**src/rtl/core/mbs_pkg.sv**
```systemverilog
`timescale 1ns / 1ps
// Shared types, constants and delimiter/terminator tables for the mbox splitter.
// No dependencies; used by mbs_ctrl, mbs_datapath and mbox_message_splitter.
package mbs_pkg;

  localparam logic [7:0] LF = 8'h0a;
  localparam logic [7:0] CR = 8'h0d;

  localparam logic [3:0] STD_LEN = 4'd6;
  localparam logic [3:0] ALT_LEN = 4'd15;

  localparam logic [3:0] TERM_LAST_IDX = 4'd4;

  localparam logic MODE_STD = 1'b0;
  localparam logic MODE_ALT = 1'b1;

  typedef enum logic [1:0] {
    CMD_START = 2'd0,
    CMD_DATA  = 2'd1,
    CMD_EOF   = 2'd2
  } cmd_t;

  typedef enum logic [3:0] {
    SEG_IDLE  = 4'b0001,
    SEG_FLUSH = 4'b0010,
    SEG_CUR   = 4'b0100,
    SEG_TERM  = 4'b1000
  } seg_t;

  typedef struct packed {
    logic accept;
    logic load_out;
    logic last;
    seg_t seg;
  } dp_cmd_t;

  typedef struct packed {
    logic dec_flush;
    logic dec_cur;
    logic dec_term;
    logic plan_cur;
    logic plan_term;
    logic seg_end;
    logic out_free;
  } dp_status_t;

  function automatic logic [3:0] delim_len(input logic mode);
    return (mode == MODE_ALT) ? ALT_LEN : STD_LEN;
  endfunction

  function automatic logic [7:0] delim_at(input logic mode, input logic [3:0] idx);
    logic [7:0] b;
    if (mode == MODE_ALT) begin
      if (idx == 4'd0) b = LF;
      else if (idx <= 4'd7) b = 8'h10;
      else if (idx <= 4'd13) b = 8'h11;
      else b = 8'h53;
    end else begin
      unique case (idx)
        4'd0:    b = LF;
        4'd1:    b = 8'h46;
        4'd2:    b = 8'h72;
        4'd3:    b = 8'h6f;
        4'd4:    b = 8'h6d;
        default: b = 8'h20;
      endcase
    end
    return b;
  endfunction

  function automatic logic [7:0] term_at(input logic [2:0] idx);
    logic [7:0] b;
    unique case (idx)
      3'd0:    b = CR;
      3'd1:    b = LF;
      3'd2:    b = 8'h2e;
      3'd3:    b = CR;
      default: b = LF;
    endcase
    return b;
  endfunction

endpackage

```
**src/rtl/core/mbs_ctrl.sv**
```systemverilog
`timescale 1ns / 1ps
// Output sequencer FSM: walks flush, current-byte and terminator segments.
// Depends on mbs_pkg; drives mbs_datapath through dp_cmd_t.
module mbs_ctrl (
  input  logic                clk,
  input  logic                rst,
  input  logic                s_tvalid,
  output logic                s_tready,
  input  mbs_pkg::dp_status_t status,
  output mbs_pkg::dp_cmd_t    cmd
);
  import mbs_pkg::*;

  seg_t state, state_next;
  seg_t first_seg, after_seg;
  logic load_out, item_done, accept;

  always_comb begin
    unique case (state)
      SEG_FLUSH: after_seg = status.plan_cur ? SEG_CUR :
                             (status.plan_term ? SEG_TERM : SEG_IDLE);
      SEG_CUR:   after_seg = status.plan_term ? SEG_TERM : SEG_IDLE;
      default:   after_seg = SEG_IDLE;
    endcase
  end

  always_comb begin
    priority if (status.dec_flush) first_seg = SEG_FLUSH;
    else if (status.dec_cur)       first_seg = SEG_CUR;
    else if (status.dec_term)      first_seg = SEG_TERM;
    else                           first_seg = SEG_IDLE;
  end

  assign load_out  = (state != SEG_IDLE) && status.out_free;
  assign item_done = load_out && status.seg_end && (after_seg == SEG_IDLE);
  assign s_tready  = (state == SEG_IDLE) || item_done;
  assign accept    = s_tvalid && s_tready;

  always_comb begin
    priority if (accept)                  state_next = first_seg;
    else if (load_out && status.seg_end)  state_next = after_seg;
    else                                  state_next = state;
  end

  always_ff @(posedge clk) begin
    if (rst) begin
      state <= SEG_IDLE;
    end else begin
      state <= state_next;
    end
  end

  assign cmd.accept   = accept;
  assign cmd.load_out = load_out;
  assign cmd.last     = item_done;
  assign cmd.seg      = state;

  a_idle_no_load: assert property (@(posedge clk) disable iff (rst)
    (state == SEG_IDLE) |-> !cmd.load_out)
    else $error("output load while idle");

  a_done_leaves: assert property (@(posedge clk) disable iff (rst)
    (item_done && !accept) |=> (state == SEG_IDLE))
    else $error("sequencer did not return to idle");

  a_accept_when_free: assert property (@(posedge clk) disable iff (rst)
    (accept && state != SEG_IDLE) |-> item_done)
    else $error("item accepted while results pending");

endmodule

```
**src/rtl/core/mbs_datapath.sv**
```systemverilog
`timescale 1ns / 1ps
// Matcher state, per-item plan decode, byte generation and output register.
// Depends on mbs_pkg; controlled by mbs_ctrl.
module mbs_datapath (
  input  logic                clk,
  input  logic                rst,
  input  logic                cfg_we,
  input  logic                cfg_mode,
  output logic                format_mode,
  input  logic [1:0]          in_cmd,
  input  logic [7:0]          in_byte,
  input  mbs_pkg::dp_cmd_t    cmd,
  output mbs_pkg::dp_status_t status,
  output logic                m_tvalid,
  input  logic                m_tready,
  output logic [7:0]          m_tdata,
  output logic                m_tlast,
  output logic                m_tuser
);
  import mbs_pkg::*;

  logic [3:0] match_pos, match_pos_next;
  logic       skipping, skipping_next;
  logic       nonempty, nonempty_next;
  logic       done, done_next;

  logic [3:0] flush_cnt, dec_flush_cnt;
  logic [7:0] cur_byte;
  logic       plan_cur, plan_term;
  logic       dec_cur, dec_term;

  logic [3:0] idx;
  logic       cr_sent;

  logic [7:0] cur_delim, unit_byte, out_byte;
  logic [3:0] mp_inc;
  logic       expand, unit_done, seg_end;

  assign cur_delim = delim_at(format_mode, match_pos);
  assign mp_inc    = match_pos + 4'd1;

  always_comb begin
    dec_flush_cnt  = 4'd0;
    dec_cur        = 1'b0;
    dec_term       = 1'b0;
    match_pos_next = match_pos;
    skipping_next  = skipping;
    nonempty_next  = nonempty;
    done_next      = done;
    unique case (in_cmd)
      CMD_START: begin
        match_pos_next = 4'd1;
        skipping_next  = 1'b0;
        nonempty_next  = 1'b0;
        done_next      = 1'b0;
      end
      CMD_DATA: begin
        if (done) begin
          done_next = done;
        end else if (skipping) begin
          if (in_byte == LF) skipping_next = 1'b0;
        end else if (match_pos != 4'd0 && in_byte != cur_delim) begin
          dec_flush_cnt = match_pos;
          nonempty_next = 1'b1;
          if (in_byte == LF) begin
            match_pos_next = 4'd1;
          end else begin
            dec_cur        = 1'b1;
            match_pos_next = 4'd0;
          end
        end else if (in_byte == cur_delim) begin
          if (mp_inc >= delim_len(format_mode)) begin
            dec_term       = nonempty;
            nonempty_next  = 1'b0;
            match_pos_next = 4'd0;
            skipping_next  = 1'b1;
          end else begin
            match_pos_next = mp_inc;
          end
        end else begin
          dec_cur       = 1'b1;
          nonempty_next = 1'b1;
        end
      end
      CMD_EOF: begin
        if (!done) begin
          if (!skipping) dec_flush_cnt = match_pos;
          dec_term       = nonempty || (!skipping && match_pos != 4'd0);
          nonempty_next  = 1'b0;
          skipping_next  = 1'b0;
          match_pos_next = 4'd0;
          done_next      = 1'b1;
        end
      end
      default: begin
        done_next = done;
      end
    endcase
  end

  always_comb begin
    unique case (cmd.seg)
      SEG_FLUSH: unit_byte = delim_at(format_mode, idx);
      SEG_CUR:   unit_byte = cur_byte;
      default:   unit_byte = term_at(idx[2:0]);
    endcase
    expand    = (cmd.seg != SEG_TERM) && (format_mode == MODE_STD) &&
                (unit_byte == LF) && !cr_sent;
    out_byte  = expand ? CR : unit_byte;
    unit_done = !expand;
    unique case (cmd.seg)
      SEG_FLUSH: seg_end = unit_done && (idx == flush_cnt - 4'd1);
      SEG_CUR:   seg_end = unit_done;
      SEG_TERM:  seg_end = (idx == TERM_LAST_IDX);
      default:   seg_end = 1'b0;
    endcase
  end

  always_ff @(posedge clk) begin
    if (rst) begin
      format_mode <= MODE_STD;
      match_pos   <= 4'd1;
      skipping    <= 1'b0;
      nonempty    <= 1'b0;
      done        <= 1'b0;
      flush_cnt   <= 4'd0;
      plan_cur    <= 1'b0;
      plan_term   <= 1'b0;
      idx         <= 4'd0;
      cr_sent     <= 1'b0;
      m_tvalid    <= 1'b0;
    end else begin
      if (cfg_we) begin
        format_mode <= cfg_mode;
        if (match_pos >= delim_len(cfg_mode)) match_pos <= delim_len(cfg_mode) - 4'd1;
      end else if (cmd.accept) begin
        match_pos <= match_pos_next;
        skipping  <= skipping_next;
        nonempty  <= nonempty_next;
        done      <= done_next;
        flush_cnt <= dec_flush_cnt;
        plan_cur  <= dec_cur;
        plan_term <= dec_term;
      end
      if (cmd.load_out) begin
        cr_sent <= expand;
        if (seg_end) idx <= 4'd0;
        else if (unit_done) idx <= idx + 4'd1;
        m_tvalid <= 1'b1;
      end else if (m_tready) begin
        m_tvalid <= 1'b0;
      end
    end
  end

  always_ff @(posedge clk) begin
    if (cmd.accept) cur_byte <= in_byte;
    if (cmd.load_out) begin
      m_tdata <= out_byte;
      m_tlast <= (cmd.seg == SEG_TERM) && (idx == TERM_LAST_IDX);
      m_tuser <= cmd.last;
    end
  end

  assign status.dec_flush = (dec_flush_cnt != 4'd0);
  assign status.dec_cur   = dec_cur;
  assign status.dec_term  = dec_term;
  assign status.plan_cur  = plan_cur;
  assign status.plan_term = plan_term;
  assign status.seg_end   = seg_end;
  assign status.out_free  = !m_tvalid || m_tready;

  a_mp_in_range: assert property (@(posedge clk) disable iff (rst)
    match_pos < delim_len(format_mode))
    else $error("match position beyond delimiter");

  a_skip_clear: assert property (@(posedge clk) disable iff (rst)
    (skipping || done) |-> (match_pos == 4'd0))
    else $error("partial match held while skipping or done");

  a_cr_std_only: assert property (@(posedge clk) disable iff (rst)
    cr_sent |-> (format_mode == MODE_STD))
    else $error("CR expansion in alternate mode");

  a_end_on_lf: assert property (@(posedge clk) disable iff (rst)
    (m_tvalid && m_tlast) |-> (m_tdata == LF && m_tuser))
    else $error("message end not on final terminator LF");

endmodule

```
**src/rtl/core/mbox_message_splitter.sv**
```systemverilog
`timescale 1ns / 1ps
// Top level of the mbox message splitter: stream ports, APB register, FSM and datapath.
// Depends on mbs_pkg, mbs_ctrl and mbs_datapath.
//
// Takes one transaction per cycle, while m_tready does not stall the output, when it
// yields at most one output byte (an ordinary message byte, a matched delimiter byte,
// a skipped byte). A transaction that yields more bytes (at most 19: a 14-byte partial
// delimiter flush plus the 5-byte terminator at end of file) holds the input, since
// results leave through a single output register loaded one byte per cycle unless
// stalled; the next transaction is taken in the cycle its last byte loads. format_mode
// sits at address 0; the user must write it only while the block is idle (unenforced).
module mbox_message_splitter (
  input  logic        clk,
  input  logic        rst,
  input  logic        s_tvalid,
  output logic        s_tready,
  input  logic [7:0]  s_tdata,   // [7:0] data_byte
  input  logic [1:0]  s_tuser,   // [1:0] command
  output logic        m_tvalid,
  input  logic        m_tready,
  output logic [7:0]  m_tdata,   // [7:0] out_byte
  output logic        m_tlast,   // message_end
  output logic        m_tuser,   // [0] run_last
  input  logic        psel,
  input  logic        penable,
  input  logic        pwrite,
  input  logic [2:0]  paddr,
  input  logic [31:0] pwdata,
  output logic [31:0] prdata,
  output logic        pready
);
  import mbs_pkg::*;

  dp_cmd_t    cmd;
  dp_status_t status;
  logic       format_mode;
  logic       cfg_we;

  assign pready = 1'b1;
  assign cfg_we = psel && penable && pwrite && pready && (paddr[2] == 1'b0);
  assign prdata = (paddr[2] == 1'b0) ? {31'd0, format_mode} : 32'd0;

  mbs_ctrl u_ctrl (
    .clk      (clk),
    .rst      (rst),
    .s_tvalid (s_tvalid),
    .s_tready (s_tready),
    .status   (status),
    .cmd      (cmd)
  );

  mbs_datapath u_dp (
    .clk         (clk),
    .rst         (rst),
    .cfg_we      (cfg_we),
    .cfg_mode    (pwdata[0]),
    .format_mode (format_mode),
    .in_cmd      (s_tuser),
    .in_byte     (s_tdata),
    .cmd         (cmd),
    .status      (status),
    .m_tvalid    (m_tvalid),
    .m_tready    (m_tready),
    .m_tdata     (m_tdata),
    .m_tlast     (m_tlast),
    .m_tuser     (m_tuser)
  );

endmodule
```
**config.mk**
```make
export PLATFORM = sky130hd
export DESIGN_NAME = mbox_message_splitter
export DESIGN_NICKNAME = d
export VERILOG_FILES = /design/src/rtl/core/mbs_pkg.sv /design/src/rtl/core/mbs_ctrl.sv /design/src/rtl/core/mbs_datapath.sv /design/src/rtl/core/mbox_message_splitter.sv
export SDC_FILE = /design/constraint.sdc
export NUM_CORES = 1
export LEC_CHECK = 0
export ABC_AREA = 0
export ABC_CLOCK_PERIOD_IN_PS = 9200
export BUFFER_PORTS_ARGS = -buffer_cell sky130_fd_sc_hd__buf_2
export CAP_MARGIN = 20
export CORE_MARGIN = 1.5
export CORE_UTILIZATION = 55
export DETAILED_ROUTE_END_ITERATION = 16
export GPL_ROUTABILITY_DRIVEN = 0
export GPL_TIMING_DRIVEN = 0
export PLACE_DENSITY_LB_ADDON = 0.05
export SLEW_MARGIN = 20
export SYNTH_ARGS = -nofsm -noshare
export SYNTH_HDL_FRONTEND = slang
export SYNTH_HIERARCHICAL = 1
export SYNTH_SLANG_ARGS = --single-unit
```
**constraint.sdc**
```tcl
create_clock -name clk -period 9.2 [get_ports clk]
set_clock_uncertainty 0.15 [all_clocks]
set_input_delay 0.92 -clock clk [delete_from_list [all_inputs] [get_ports clk]]
set_output_delay 0.92 -clock clk [all_outputs]
set_load 0.02 [all_outputs]
```
==> metrics <==
slew at the pin closest to its max-slew limit between 800 and 900 ps; buffer depth of the longest clock path 2; number of max-slew violations in the final report 0; post-layout util 0.642; clock power share 0.214; Switching Power between 150 and 200 uW; Synth-to-Final Area Change 13.2%; remaining max-slew budget at the tightest pin 0.453; post-synthesis adder-cell area fraction 0.0745; cell-internal power 348 uW; Worst Reg2Reg Path Length in Cells 18; iteration-0 DRC count of the detailed router roughly 170; most instantiated flip-flop cell in the synthesis netlist dfxtp_1; Core Footprint between 5000 and 6000 um^2; initial cell density of the core 0.567; dominant combinational cell family by area after synthesis simple AND/OR/NAND/NOR gates; register bit total from synthesis 42; r2r endpoint u_dp/match_pos[3]; compound-gate portion of the synthesized area 0.194; end point of the critical path s_tready; count of distinct cell types in the synthesized netlist 72; cell-by-cell trace of the critical path buf_2 -> nor4b_1 -> or2_2 -> o311ai_0 -> nor4_1 -> o2111ai_1 -> and2_1 -> buf_4 -> nand3b_4 -> a211oi_4 -> or2_1 -> buf_2; worst reg2reg path startpoint u_ctrl/state[1]; leak pwr ~0.0016 uW; power per cell area ~140 nW/um^2; CP Capture Type output pin; share of synthesized area spent on multiplexers 0.0123; reported max-cap violation count 0; CTS tree built; insertion delay of the later-clocked pin in the worst-skew pair slightly below 300 ps; launch point of the worst path u_ctrl/state[1]; worst hold path class reg -> reg; power share of the sequential group 0.432; average cell area after synthesis between 8 and 9 um^2; share of async-settable or async-resettable flops after synthesis 0; fill count 540; DIE AREA roughly 6600 um^2; Worst Path Arrival about 3800 ps; crit path max fanout 8; largest net degree at the start of global routing 14; area of the mapped netlist 3360 um^2; final-stage net count approximately 520; simple-gate share of the synthesized area 0.239; fraction of the cycle the final worst path needs 0.530; clock transition at the register clock pins on the worst setup and hold paths after CTS ~80 ps; final-layout setup total negative slack 0 ps; average wire length per cell after detail routing 13.9 um; GRT overflow 0; global-route wire length before repair roughly 12,000 um; Fmax achieved approximately 0.20 GHz; CTS H-Tree Depth 2; critical path's most frequent cell buf_2; post-CTS setup buffers 0; antenna violations before repair 0; number of buffers created by CTS 5; shortest period the worst path allows around 4900 ps; hold buffer count at CTS 0; number of vias per cell after detailed routing 5.43; highest-delay cell along the critical path nor4b_1; net switching fraction of the power 0.346; CP Launch Type flop; ANT nets after route 0; Post-Synthesis Cells about 380; die span in x roughly 81 um; count of input and output buffers 31; number of enable flip-flop cells after synthesis 18; Post-route DRC 0; largest incremental delay on the critical path about 680 ps; biggest area consumer among synthesized cells edfxtp_1; hpwl dp around 5700 um; Worst Path Class, Setup reg -> out; run status completed; post-synthesis xor/xnor area fraction 0.0339; number of setup violations in the final report 0; worst hold margin roughly 300 ps; Register-to-Register Setup Slack roughly 4400 ps; clk sink count 42; Antenna Cells 0; floorplan row count 28; via count of the first global-routing pass between 2k and 3k; fraction of final layout cells with drive strength greater than 1 0.225; top-count cell post-synth buf_4; I/O pin cnt slightly below 100; maximum VDD drop a little under 0.08 mV; total via count in the routed design roughly 2.9k; WL final ~7300 um; sequential area share after synthesis 0.304; final hold violation count 0; synth top area cells edfxtp_1, dfxtp_1, buf_4; GR Util All Layers 0.230; most frequent cells after synthesis buf_4, nor2_1, inv_1; first-pass iteration count of the detailed router 4; CTS-repair resized insts 0; part of the power in combinational logic 0.354; yosys synthesis warning count 6; height of the chip between 80 and 90 um; RSZ-0062 raised after global routing no; required arrival time at the worst endpoint around 8000 ps; area share of the largest cell type after synthesis 0.161; root buf cell clkbuf_8
layout by cell type, fill, tap and decap left out, types with 8 or more instances in the layout:
cell type	netlist	layout
buf_4	40	40
buf_2	2	33
conb_1	2	32
nor2_1	26	26
inv_1	25	25
nand2_1	24	24
dfxtp_1	24	24
ha_1	20	20
a21oi_1	19	19
edfxtp_1	18	18
nor3_1	12	12
nand2b_1	11	11
clkbuf_1	7	10
o21ai_0	9	9
nor2b_1	9	9
nand3_1	8	8
xnor2_1	8	8
stage by stage:
stage	setup slack (ps)	instances	power, uW	instance area, um^2
floorplan	5270	414	376	3470
global placement	4500	520	415	3720
detailed placement	4460	520	419	3720
CTS	4350	528	533	3800
global route	3980	528	567	3800
finish	4320	528	531	3800
worst max-delay path: cells and delay by family (launching register included):
| kind | cells | cell delay (ps) |
|---|---|---|
| flip-flops | 1 | 480 |
| AND/OR/NAND/NOR | 6 | 1930 |
| AO/OA/AOI/OAI | 3 | 580 |
| buffers and inverters | 3 | 520 |
worst min-delay path by stage:
stage,startpoint,to,cells past startpoint
6_report,u_dp/plan_cur,u_dp/plan_cur,2
5_1_grt,u_dp/plan_cur,u_dp/plan_cur,2
4_1_cts,u_dp/plan_cur,u_dp/plan_cur,2
3_5_place_dp,u_dp/plan_cur,u_dp/plan_cur,2
3_3_place_gp,u_dp/plan_cur,u_dp/plan_cur,2
2_1_floorplan,u_dp/plan_cur,u_dp/plan_cur,2
sequential cells by signal (all words and copies together), names as in the netlist, 4 cells and up:
signal,cells
u_dp/idx,4
u_dp/m_tdata,8
u_ctrl/state,4
u_dp/flush_cnt,4
u_dp/match_pos,4
u_dp/cur_byte,8
area by class of cell:
type | instances | area (um^2) | share of cell area
sequential | 42 | 1020 | 0.269
multi-input combinational | 294 | 1980 | 0.521
timing repair buffer | 31 | 155 | 0.0408
buffer | 53 | 375 | 0.0988
inverter | 25 | 93.8 | 0.0247
tap | 75 | 93.8 | 0.0247
clock buffer | 8 | 80.1 | 0.0211
cell families after synthesis:
family,after synthesis
AND/OR/NAND/NOR,135
AO/OA/AOI/OAI,90
buffers and inverters,78
flip-flops,42
adder cells (fa/ha/maj),20
XOR/XNOR,13
multiplexers,4
other,2
power groups by stage:
stage | Clock, uW | Sequential [uW] | Combinational (uW)
global placement | 0 | 233 | 182
global route | 126 | 232 | 210
detailed placement | 0 | 234 | 186
finish | 114 | 229 | 188
CTS | 118 | 229 | 186
floorplan | 0 | 240 | 136
metal layers:
layer / vias to the layer above / track usage / wire (um)
met4: 0 / 0.0672 / 93
met1: 1317 / 0.282 / 3230
met5: - / 0 / 0
met3: 11 / 0.0416 / 352
li1: 1456 / - / -
met2: 84 / 0.409 / 3650
No activity file was read; power rests on OpenSTA's default activity.
